**config.mk**
```make
export PLATFORM = sky130hd
export DESIGN_NAME = sequential_list_table_flat
export DESIGN_NICKNAME = d
export VERILOG_FILES = /design/src/design/slt_pkg.sv /design/src/design/slt_if.sv /design/src/design/sequential_list_table.sv /design/src/design/slt_ram.sv /design/src/flat_wrapper.sv
export SDC_FILE = /design/constraint.sdc
export NUM_CORES = 1
export LEC_CHECK = 0
export BUFFER_PORTS_ARGS = -buffer_cell sky130_fd_sc_hd__buf_2
export CAP_MARGIN = 20
export CORE_MARGIN = 10
export CORE_UTILIZATION = 45
export DETAILED_ROUTE_END_ITERATION = 10
export GPL_TIMING_DRIVEN = 0
export SYNTH_ARGS = -nofsm -noshare
export SYNTH_HDL_FRONTEND = slang
export SYNTH_SLANG_ARGS = --single-unit
```
**constraint.sdc**
```tcl
create_clock -name clk -period 5 [get_ports clk]
set_clock_uncertainty 0.1 [all_clocks]
set_input_delay 0.25 -clock clk [delete_from_list [all_inputs] [get_ports clk]]
set_output_delay 0.25 -clock clk [all_outputs]
set_load 0.03 [all_outputs]
```
**src/design/slt_pkg.sv**
```systemverilog
`timescale 1ns / 1ps
// ---------------------------------------------------------------------------
// slt_pkg
// Shared sizes, request and status codes, and sequencer states for the
// sequential list table.
// ---------------------------------------------------------------------------
package slt_pkg;

    // list capacity and derived widths
    localparam int DEPTH     = 16;
    localparam int ADDR_W    = $clog2(DEPTH);
    localparam int CNT_W     = $clog2(DEPTH + 1);

    // fixed field widths
    localparam int DATA_W    = 8;
    localparam int REQ_W     = 3;
    localparam int POS_W     = 5;
    localparam int INS_POS_W = 4;
    localparam int STATUS_W  = 2;

    // common width for comparing positions against the length
    localparam int WIDE_A    = (CNT_W > POS_W) ? CNT_W : POS_W;
    localparam int WIDE_W    = (WIDE_A > INS_POS_W) ? WIDE_A : INS_POS_W;

    typedef enum logic [REQ_W-1:0] {
        REQ_INSERT = 3'd0,
        REQ_GET    = 3'd1,
        REQ_LOCATE = 3'd2,
        REQ_DELETE = 3'd3,
        REQ_CLEAR  = 3'd4
    } req_kind_t;

    typedef enum logic [STATUS_W-1:0] {
        STS_OK        = 2'd0,
        STS_BAD_POS   = 2'd1,
        STS_NOT_FOUND = 2'd2,
        STS_FULL      = 2'd3
    } status_t;

    typedef enum logic [3:0] {
        ST_IDLE,
        ST_INS_RD,
        ST_INS_WR,
        ST_INS_PUT,
        ST_GET_RD,
        ST_GET_DATA,
        ST_LOC_RD,
        ST_LOC_CMP,
        ST_DEL_RD,
        ST_DEL_WR,
        ST_DEL_END,
        ST_FINISH
    } state_t;

endpackage

```
**src/design/slt_if.sv**
```systemverilog
`timescale 1ns / 1ps
// ---------------------------------------------------------------------------
// slt_req_if / slt_rsp_if
// Valid/ready channels for list requests and list responses.
// ---------------------------------------------------------------------------
interface slt_req_if
    import slt_pkg::*;
();
    logic                 valid;
    logic                 ready;
    logic [REQ_W-1:0]     req_type;
    logic [POS_W-1:0]     position;
    logic [DATA_W-1:0]    value;

    modport source (output valid, output req_type, output position, output value,
                    input ready);
    modport sink   (input valid, input req_type, input position, input value,
                    output ready);
endinterface

interface slt_rsp_if
    import slt_pkg::*;
();
    logic                 valid;
    logic                 ready;
    logic [STATUS_W-1:0]  status;
    logic [DATA_W-1:0]    data_out;
    logic [POS_W-1:0]     found_position;
    logic [POS_W-1:0]     list_length;

    modport source (output valid, output status, output data_out,
                    output found_position, output list_length, input ready);
    modport sink   (input valid, input status, input data_out,
                    input found_position, input list_length, output ready);
endinterface

```
**src/design/sequential_list_table.sv**
```systemverilog
`timescale 1ns / 1ps
// One request at a time; each entry moved or compared takes a read step and then
// a write or compare step on the single list RAM.
// Reset clears the length, the insert position and the sequencer; the entry RAM
// is not cleared, entries beyond the length are never read.
// ---------------------------------------------------------------------------
// sequential_list_table
// Fixed-capacity ordered byte list with insert, get, locate, delete and clear,
// run by a small sequencer over one entry RAM.
// ---------------------------------------------------------------------------
module sequential_list_table
    import slt_pkg::*;
(
    input  logic                 clk,
    input  logic                 rst_n,
    input  logic                 cfg_we,
    input  logic [INS_POS_W-1:0] cfg_wdata,
    slt_req_if.sink              req,
    slt_rsp_if.source            rsp
);

    state_t                 state_reg, state_next;
    logic [CNT_W-1:0]       count_reg, count_next;
    logic [INS_POS_W-1:0]   ins_pos_reg;
    logic                   rsp_valid_reg, rsp_valid_next;

    logic [CNT_W-1:0]       idx_reg, idx_next;
    logic [CNT_W-1:0]       slot_reg, slot_next;
    logic [DATA_W-1:0]      val_reg, val_next;
    status_t                status_reg, status_next;
    logic [DATA_W-1:0]      data_reg, data_next;
    logic [CNT_W-1:0]       found_reg, found_next;

    status_t                status_out_reg, status_out_next;
    logic [DATA_W-1:0]      data_out_reg, data_out_next;
    logic [POS_W-1:0]       found_out_reg, found_out_next;
    logic [POS_W-1:0]       length_out_reg, length_out_next;

    logic                   ram_we;
    logic [ADDR_W-1:0]      ram_waddr;
    logic [DATA_W-1:0]      ram_wdata;
    logic [ADDR_W-1:0]      ram_raddr;
    logic [DATA_W-1:0]      ram_rdata;

    logic                   req_fire;
    logic                   out_free;
    logic [WIDE_W-1:0]      pos_w, cnt_w, ins_w;
    logic                   pos_bad;
    logic                   list_full;
    logic [CNT_W-1:0]       slot_calc;
    logic [CNT_W-1:0]       pos_idx;
    logic [CNT_W-1:0]       idx_dec, idx_inc, idx_inc2;
    logic                   loc_match;

    // entry storage
    slt_ram #(
        .WIDTH (DATA_W),
        .DEPTH (DEPTH)
    ) u_ram (
        .clk   (clk),
        .we    (ram_we),
        .waddr (ram_waddr),
        .wdata (ram_wdata),
        .raddr (ram_raddr),
        .rdata (ram_rdata)
    );

    // handshake helpers
    assign req.ready = (state_reg == ST_IDLE);
    assign req_fire  = req.valid && req.ready;
    assign out_free  = !rsp_valid_reg || rsp.ready;

    // position checks and index arithmetic
    assign pos_w     = WIDE_W'(req.position);
    assign cnt_w     = WIDE_W'(count_reg);
    assign ins_w     = WIDE_W'(ins_pos_reg);
    assign pos_bad   = (req.position == '0) || (pos_w > cnt_w);
    assign list_full = (count_reg == CNT_W'(DEPTH));
    assign slot_calc = (ins_w > cnt_w) ? count_reg : CNT_W'(ins_pos_reg);
    assign pos_idx   = CNT_W'(pos_w - WIDE_W'(1));
    assign idx_dec   = idx_reg - CNT_W'(1);
    assign idx_inc   = idx_reg + CNT_W'(1);
    assign idx_inc2  = idx_reg + CNT_W'(2);
    assign loc_match = (ram_rdata == val_reg);

    // next state
    always_comb
    begin
        state_next = state_reg;
        case (state_reg)
            ST_IDLE:
            begin
                if (req_fire)
                begin
                    case (req_kind_t'(req.req_type))
                        REQ_INSERT:
                        begin
                            if (list_full)
                                state_next = ST_FINISH;
                            else if (count_reg > slot_calc)
                                state_next = ST_INS_RD;
                            else
                                state_next = ST_INS_PUT;
                        end
                        REQ_GET:
                        begin
                            state_next = pos_bad ? ST_FINISH : ST_GET_RD;
                        end
                        REQ_LOCATE:
                        begin
                            state_next = (count_reg == '0) ? ST_FINISH : ST_LOC_RD;
                        end
                        REQ_DELETE:
                        begin
                            if (pos_bad)
                                state_next = ST_FINISH;
                            else if (pos_w < cnt_w)
                                state_next = ST_DEL_RD;
                            else
                                state_next = ST_DEL_END;
                        end
                        default:
                        begin
                            state_next = ST_FINISH;
                        end
                    endcase
                end
            end
            ST_INS_RD:   state_next = ST_INS_WR;
            ST_INS_WR:   state_next = (idx_dec > slot_reg) ? ST_INS_RD : ST_INS_PUT;
            ST_INS_PUT:  state_next = ST_FINISH;
            ST_GET_RD:   state_next = ST_GET_DATA;
            ST_GET_DATA: state_next = ST_FINISH;
            ST_LOC_RD:   state_next = ST_LOC_CMP;
            ST_LOC_CMP:
            begin
                if (loc_match || (idx_inc >= count_reg))
                    state_next = ST_FINISH;
                else
                    state_next = ST_LOC_RD;
            end
            ST_DEL_RD:   state_next = ST_DEL_WR;
            ST_DEL_WR:   state_next = (idx_inc2 < count_reg) ? ST_DEL_RD : ST_DEL_END;
            ST_DEL_END:  state_next = ST_FINISH;
            ST_FINISH:   state_next = out_free ? ST_IDLE : ST_FINISH;
            default:     state_next = ST_IDLE;
        endcase
    end

    // datapath, ram control and response word
    always_comb
    begin
        count_next      = count_reg;
        idx_next        = idx_reg;
        slot_next       = slot_reg;
        val_next        = val_reg;
        status_next     = status_reg;
        data_next       = data_reg;
        found_next      = found_reg;
        status_out_next = status_out_reg;
        data_out_next   = data_out_reg;
        found_out_next  = found_out_reg;
        length_out_next = length_out_reg;
        rsp_valid_next  = rsp_valid_reg && !rsp.ready;
        ram_we          = 1'b0;
        ram_waddr       = idx_reg[ADDR_W-1:0];
        ram_wdata       = ram_rdata;
        ram_raddr       = idx_reg[ADDR_W-1:0];

        case (state_reg)
            ST_IDLE:
            begin
                if (req_fire)
                begin
                    val_next    = req.value;
                    status_next = STS_OK;
                    data_next   = '0;
                    found_next  = '0;
                    case (req_kind_t'(req.req_type))
                        REQ_INSERT:
                        begin
                            idx_next  = count_reg;
                            slot_next = slot_calc;
                            if (list_full)
                                status_next = STS_FULL;
                        end
                        REQ_GET:
                        begin
                            idx_next = pos_idx;
                            if (pos_bad)
                                status_next = STS_BAD_POS;
                        end
                        REQ_LOCATE:
                        begin
                            idx_next    = '0;
                            status_next = STS_NOT_FOUND;
                        end
                        REQ_DELETE:
                        begin
                            idx_next = pos_idx;
                            if (pos_bad)
                                status_next = STS_BAD_POS;
                        end
                        REQ_CLEAR:
                        begin
                            count_next = '0;
                        end
                        default:
                        begin
                            status_next = STS_OK;
                        end
                    endcase
                end
            end
            // shift one entry up: read below, write at idx
            ST_INS_RD:
            begin
                ram_raddr = idx_dec[ADDR_W-1:0];
            end
            ST_INS_WR:
            begin
                ram_we   = 1'b1;
                idx_next = idx_dec;
            end
            ST_INS_PUT:
            begin
                ram_we     = 1'b1;
                ram_waddr  = slot_reg[ADDR_W-1:0];
                ram_wdata  = val_reg;
                count_next = count_reg + CNT_W'(1);
            end
            ST_GET_DATA:
            begin
                data_next = ram_rdata;
            end
            // linear search: read an entry, then compare it
            ST_LOC_CMP:
            begin
                if (loc_match)
                begin
                    found_next  = idx_inc;
                    status_next = STS_OK;
                end
                else
                begin
                    idx_next = idx_inc;
                end
            end
            // close the gap: read above, write at idx
            ST_DEL_RD:
            begin
                ram_raddr = idx_inc[ADDR_W-1:0];
            end
            ST_DEL_WR:
            begin
                ram_we   = 1'b1;
                idx_next = idx_inc;
            end
            ST_DEL_END:
            begin
                count_next = count_reg - CNT_W'(1);
            end
            ST_FINISH:
            begin
                if (out_free)
                begin
                    rsp_valid_next  = 1'b1;
                    status_out_next = status_reg;
                    data_out_next   = data_reg;
                    found_out_next  = POS_W'(found_reg);
                    length_out_next = POS_W'(count_reg);
                end
            end
            default:
            begin
                ram_we = 1'b0;
            end
        endcase
    end

    // control registers
    always_ff @(posedge clk or negedge rst_n)
    begin
        if (!rst_n)
        begin
            state_reg     <= ST_IDLE;
            count_reg     <= '0;
            ins_pos_reg   <= '0;
            rsp_valid_reg <= 1'b0;
        end
        else
        begin
            state_reg     <= state_next;
            count_reg     <= count_next;
            rsp_valid_reg <= rsp_valid_next;
            if (cfg_we)
            begin
                ins_pos_reg <= cfg_wdata;
            end
        end
    end

    // payload registers
    always_ff @(posedge clk)
    begin
        idx_reg        <= idx_next;
        slot_reg       <= slot_next;
        val_reg        <= val_next;
        status_reg     <= status_next;
        data_reg       <= data_next;
        found_reg      <= found_next;
        status_out_reg <= status_out_next;
        data_out_reg   <= data_out_next;
        found_out_reg  <= found_out_next;
        length_out_reg <= length_out_next;
    end

    // response word
    assign rsp.valid          = rsp_valid_reg;
    assign rsp.status         = status_out_reg;
    assign rsp.data_out       = data_out_reg;
    assign rsp.found_position = found_out_reg;
    assign rsp.list_length    = length_out_reg;

`ifndef SYNTH
    // length never exceeds capacity
    a_count_range: assert property (@(posedge clk) disable iff (!rst_n)
        count_reg <= CNT_W'(DEPTH))
        else $error("list length above capacity");

    // an accepted request always starts the sequencer
    a_req_leaves_idle: assert property (@(posedge clk) disable iff (!rst_n)
        req_fire |=> (state_reg != ST_IDLE))
        else $error("request accepted without leaving idle");

    // writes stay within the live part of the list plus the new slot
    a_write_in_range: assert property (@(posedge clk) disable iff (!rst_n)
        ram_we |-> (CNT_W'(ram_waddr) <= count_reg))
        else $error("entry write beyond list length");

    // a pending response word is never overwritten
    a_no_overwrite: assert property (@(posedge clk) disable iff (!rst_n)
        (state_reg == ST_FINISH && rsp_valid_reg && !rsp.ready) |=>
            (state_reg == ST_FINISH))
        else $error("finish left while response still pending");
`endif

endmodule

```
**src/design/slt_ram.sv**
```systemverilog
`timescale 1ns / 1ps
// ---------------------------------------------------------------------------
// slt_ram
// Generic simple dual-port RAM: one write port, one read port, registered
// read data.
// ---------------------------------------------------------------------------
module slt_ram
#(
    parameter int WIDTH = 8,
    parameter int DEPTH = 16
)
(
    input  logic                     clk,
    input  logic                     we,
    input  logic [$clog2(DEPTH)-1:0] waddr,
    input  logic [WIDTH-1:0]         wdata,
    input  logic [$clog2(DEPTH)-1:0] raddr,
    output logic [WIDTH-1:0]         rdata
);

    logic [WIDTH-1:0] mem_reg [DEPTH];
    logic [WIDTH-1:0] rd_data_reg;

    // write port and registered read port
    always_ff @(posedge clk)
    begin
        if (we)
        begin
            mem_reg[waddr] <= wdata;
        end
        rd_data_reg <= mem_reg[raddr];
    end

    assign rdata = rd_data_reg;

endmodule
```
**src/flat_wrapper.sv**
```systemverilog
// flat-port wrapper written by rule: the top's interface ports become plain ports
module sequential_list_table_flat import slt_pkg::*;
  (clk, rst_n, cfg_we, cfg_wdata, req_valid, req_req_type, req_position, req_value, req_ready, rsp_valid, rsp_status, rsp_data_out, rsp_found_position, rsp_list_length, rsp_ready);
  slt_req_if req_i ();
  slt_rsp_if rsp_i ();
  input  logic clk;
  input  logic rst_n;
  input  logic cfg_we;
  input  logic [INS_POS_W-1:0] cfg_wdata;
  input wire logic [$bits(req_i.valid)-1:0] req_valid;
  input wire logic [$bits(req_i.req_type)-1:0] req_req_type;
  input wire logic [$bits(req_i.position)-1:0] req_position;
  input wire logic [$bits(req_i.value)-1:0] req_value;
  output wire logic [$bits(req_i.ready)-1:0] req_ready;
  output wire logic [$bits(rsp_i.valid)-1:0] rsp_valid;
  output wire logic [$bits(rsp_i.status)-1:0] rsp_status;
  output wire logic [$bits(rsp_i.data_out)-1:0] rsp_data_out;
  output wire logic [$bits(rsp_i.found_position)-1:0] rsp_found_position;
  output wire logic [$bits(rsp_i.list_length)-1:0] rsp_list_length;
  input wire logic [$bits(rsp_i.ready)-1:0] rsp_ready;
  assign req_i.valid = req_valid;
  assign req_i.req_type = req_req_type;
  assign req_i.position = req_position;
  assign req_i.value = req_value;
  assign req_ready = req_i.ready;
  assign rsp_valid = rsp_i.valid;
  assign rsp_status = rsp_i.status;
  assign rsp_data_out = rsp_i.data_out;
  assign rsp_found_position = rsp_i.found_position;
  assign rsp_list_length = rsp_i.list_length;
  assign rsp_i.ready = rsp_ready;
  sequential_list_table u_core (.clk(clk), .rst_n(rst_n), .cfg_we(cfg_we), .cfg_wdata(cfg_wdata), .req(req_i), .rsp(rsp_i));
endmodule
```
==> results.tsv <==
stage	metric	value	unit
place	DP Wirelength	15500	um
final_layout	fraction of layout cells with a size suffix above 1	14.6	%
timing	fin crit share	75.9	%
final_layout	Largest register FFs	128	
synthesis	Top FF cell, synth	edfxtp_1	
routing	DRC viols	0	
worst_hold_path	worst hold path startpoint	req_valid	
timing	RSZ-0062 raised after global routing	no	
routing	number of vias per cell	5.63	
global_route	pin count of the biggest net entering global routing	17	
floorplanning	Die ar.	26900	um2
synthesis	top cell type's share of synthesized area	58.1	%
cts	CTS Buf Count	22	
floorplanning	FP Rows	52	
pwr	pwr dens	726	nW/um2
pwr	Power Internal	4.66	mW
worst_setup_path	CP Capture Type	flop	
floorplanning	starting density of the core	45.9	%
global_route	initial antenna violation count	1	
floorplanning	CORE AREA	20400	um2
worst_setup_path	reg2reg path depth	9	
worst_setup_path	crit path kind	flop to flop	
worst_setup_path	startpoint types	flop	
worst_hold_path	Hold WC Path Type	primary input to flop	
pwr	clock power share	19.2	%
pwr	total power	7.84	mW
global_route	global route overflow	0	
timing	setup TNS after final layout	0	ns
timing	Slew @ Worst Pin	0.922	ns
global_route	GRT Util Overall	16.2	%
timing	minimum clock period	3.79	ns
cts	TritonCTS Sinks	203	
synthesis	yosys warns	0	
routing	first-pass detailed-route iteration total	6	
worst_setup_path	R2R Path End	u_core.u_ram.rdata[2]	
global_route	first-pass GRT wire length	34200	um
synthesis	post-synthesis async set-or-reset flop share	6.90	%
pwr	leakage	4.02	nW
synthesis	Synth Cell Area	9350	um2
cts	# hold bufs at CTS	18	
routing	Initial DRC Count	583	
timing	fin. max-slew vios	0	
timing	Setup Viol. Count Final	0	
synthesis	cell count after synthesis	713	
worst_setup_path	worst r2r src	u_core.idx_reg[0]	
cts	Clock Root Buffer	clkbuf_16	
outcome	status	completed	
synthesis	Net Count, Synth	776	
synthesis	#FFs+latches synth	203	
worst_setup_path	CP required	5.26	ns
worst_setup_path	crit-path max FO	11	
floorplanning	die span in x	164	um
timing	Max Freq	0.264	GHz
place	Final GP Congestion	0.929	
cts	H-tree levels	1	
synthesis	Mean Syn Cell Area	13.1	um2
final_layout	most frequent cells in the layout	181 x edfxtp_1, 106 x nand2_1, 53 x buf_2	
routing	final wirelength	22000	um
cts	clock edge transition at the registers on the reported setup and hold paths	0.06	ns
pwr	Worst VDD drop	0.000281	V
place	IO Port Bufs	43	
worst_hold_path	hold endpoint	u_core.state_reg[3]	
cts	CTS tree	built	
synthesis	ranking of synthesized cells by area	edfxtp_1 58%, ha_1 5.0%, nand2_1 4.3%, dfrtp_1 3.7%, mux4_2 3.4%	
worst_setup_path	r2r setup slk	1.21	ns
final_layout	commonest non-fill, non-tap cell in the layout	edfxtp_1	
timing	Final Hold Vio Count	0	
cts	Post-CTS Resized	0	
pwr	sequential power share	33.6	%
routing	ANT nets after route	0	
pwr	Switch Pwr	3.17	mW
synthesis	dominant cell type by area after synthesis	edfxtp_1	
pwr	switch share	40.5	%
routing	wire per inst	20.2	um
synthesis	EDFF count, synth	181	
global_route	vias in the first global route	6044	
floorplanning	# IOs	47	
routing	vias	6117	
cts	clock tree buffer depth	3	
final_layout	Layout area overhead	15.4	%
final_layout	fill count	1681	
cts	Clock Latency Late Sink	0.52	ns
run	max cap viols	0	
worst_setup_path	CP arrival	4.05	ns
synthesis	Unique masters post-synth	63	
timing	slew margin rel.	38.1	%
final_layout	Nets	864	
synthesis	post-synthesis sequential area ratio	63.6	%
pwr	combinational power share	47.2	%
cts	Post CTS Setup Buffer Count	0	
worst_hold_path	Hold Crit Depth	4	
floorplanning	DIE HEIGHT	164	um
[power by group through the flow]
stage | logic, mW | registers, mW | clock network [mW]
global route | 4.06 | 2.67 | 1.59
detailed placement | 3.65 | 2.66 | 0
floorplan | 2.51 | 2.66 | 0
finish | 3.70 | 2.63 | 1.51
CTS | 3.68 | 2.63 | 1.53
global placement | 3.56 | 2.66 | 0
[cell type report]
| cell class | count | area, um2 | area share (%) |
|---|---|---|---|
| plain buffers | 32 | 198 | 1.83 |
| diodes | 1 | 2.50 | 0.0232 |
| clock inverters | 12 | 93.8 | 0.870 |
| multi-input cells | 451 | 3110 | 28.8 |
| well taps | 270 | 338 | 3.13 |
| clock buffers | 26 | 576 | 5.34 |
| flip-flops and latches | 203 | 5950 | 55.1 |
| inverters | 27 | 101 | 0.939 |
| repair buffers | 64 | 422 | 3.91 |
[critical path: stages (launching register included)]
cell and delay (ns):
edfxtp_1 0.68, inv_1 0.24, ha_1 0.43, inv_1 0.20, a21oi_1 0.10, o21ai_1 0.72, clkbuf_1 0.47, a32oi_1 0.19
a22oi_1 0.35, nand3_1 0.17
[Yosys cell counts, types with 4 or more instances]
master      n
and3_1     12
nor3_1      7
nor2b_1    13
a21o_1      4
mux4_2     14
a31oi_1     7
o21ai_0    30
mux4_1      4
a22oi_1    10
nand3_1    22
a32oi_1    15
nor2_1     41
dfrtp_1    14
buf_2      10
xor2_1      6
inv_1      27
mux2_2      4
clkbuf_1   12
edfxtp_1  181
a211oi_1    4
a21boi_0    4
buf_6       7
xnor2_1    15
nand2b_1    6
a21oi_1    33
dfxtp_1     8
o21a_1     11
nand2_1   106
ha_1       37
[metal layers]
metal  part of all wire [%]  wire [um]  GRT usage [%]  vias up
li1                       -          -              -     2851
met1                     43       9540           22.4     2989
met2                     46      10200           25.7      239
met3                    8.0       1750           2.83       38
met4                    2.1        468           4.83        0
met5                      0          0              0        -
[per-stage QoR]
| step | cells | worst slack, ns | utilization, % | hold WS (ns) | instance area [um2] |
|---|---|---|---|---|---|
| final | 1086 | 1.21 | 53.0 | 0.0477 | 10800 |
| after global routing | 1086 | 0.978 | 53.0 | 0.0663 | 10800 |
| after CTS | 1083 | 1.24 | 52.9 | 0.0388 | 10800 |
| after detailed placement | 1027 | 1.25 | 48.7 | 0.0896 | 9920 |
| after global placement | 1026 | 1.24 | 48.6 | 0.0822 | 9900 |
| after floorplan | 713 | 1.83 | - | -0.146 | 9350 |
[kinds of logic (layout without fill, tap and decap cells)]
family,Yosys count,in the layout,synth area share [%]
DFF,203,203,63.6
muxes,23,23,5.08
adders and majority gates,38,38,5.16
other,1,2,0.0401
and+or+nand+nor,226,226,11.0
xor gates and xnor gates,21,21,1.97
buffers and inverters,59,161,3.20
AOI/OAI and AO/OA,142,142,9.94
[worst max path at each step]
| stage | start | endpoint | slack (ns) | cells after the start |
|---|---|---|---|---|
| 3_3_place_gp | u_core.idx_reg[0] | u_core.u_ram.rdata[2] | 1.24 | 9 |
| 5_1_grt | u_core.idx_reg[0] | u_core.u_ram.rdata[0] | 0.98 | 9 |
| 3_5_place_dp | u_core.cnt_w[1] | u_core.state_reg[1] | 1.25 | 16 |
| 4_1_cts | u_core.cnt_w[1] | u_core.state_reg[1] | 1.24 | 16 |
| 6_report | u_core.idx_reg[0] | u_core.u_ram.rdata[2] | 1.21 | 9 |
| 2_1_floorplan | u_core.cnt_w[1] | u_core.state_reg[1] | 1.83 | 16 |
(Power assumes the default switching activity.)
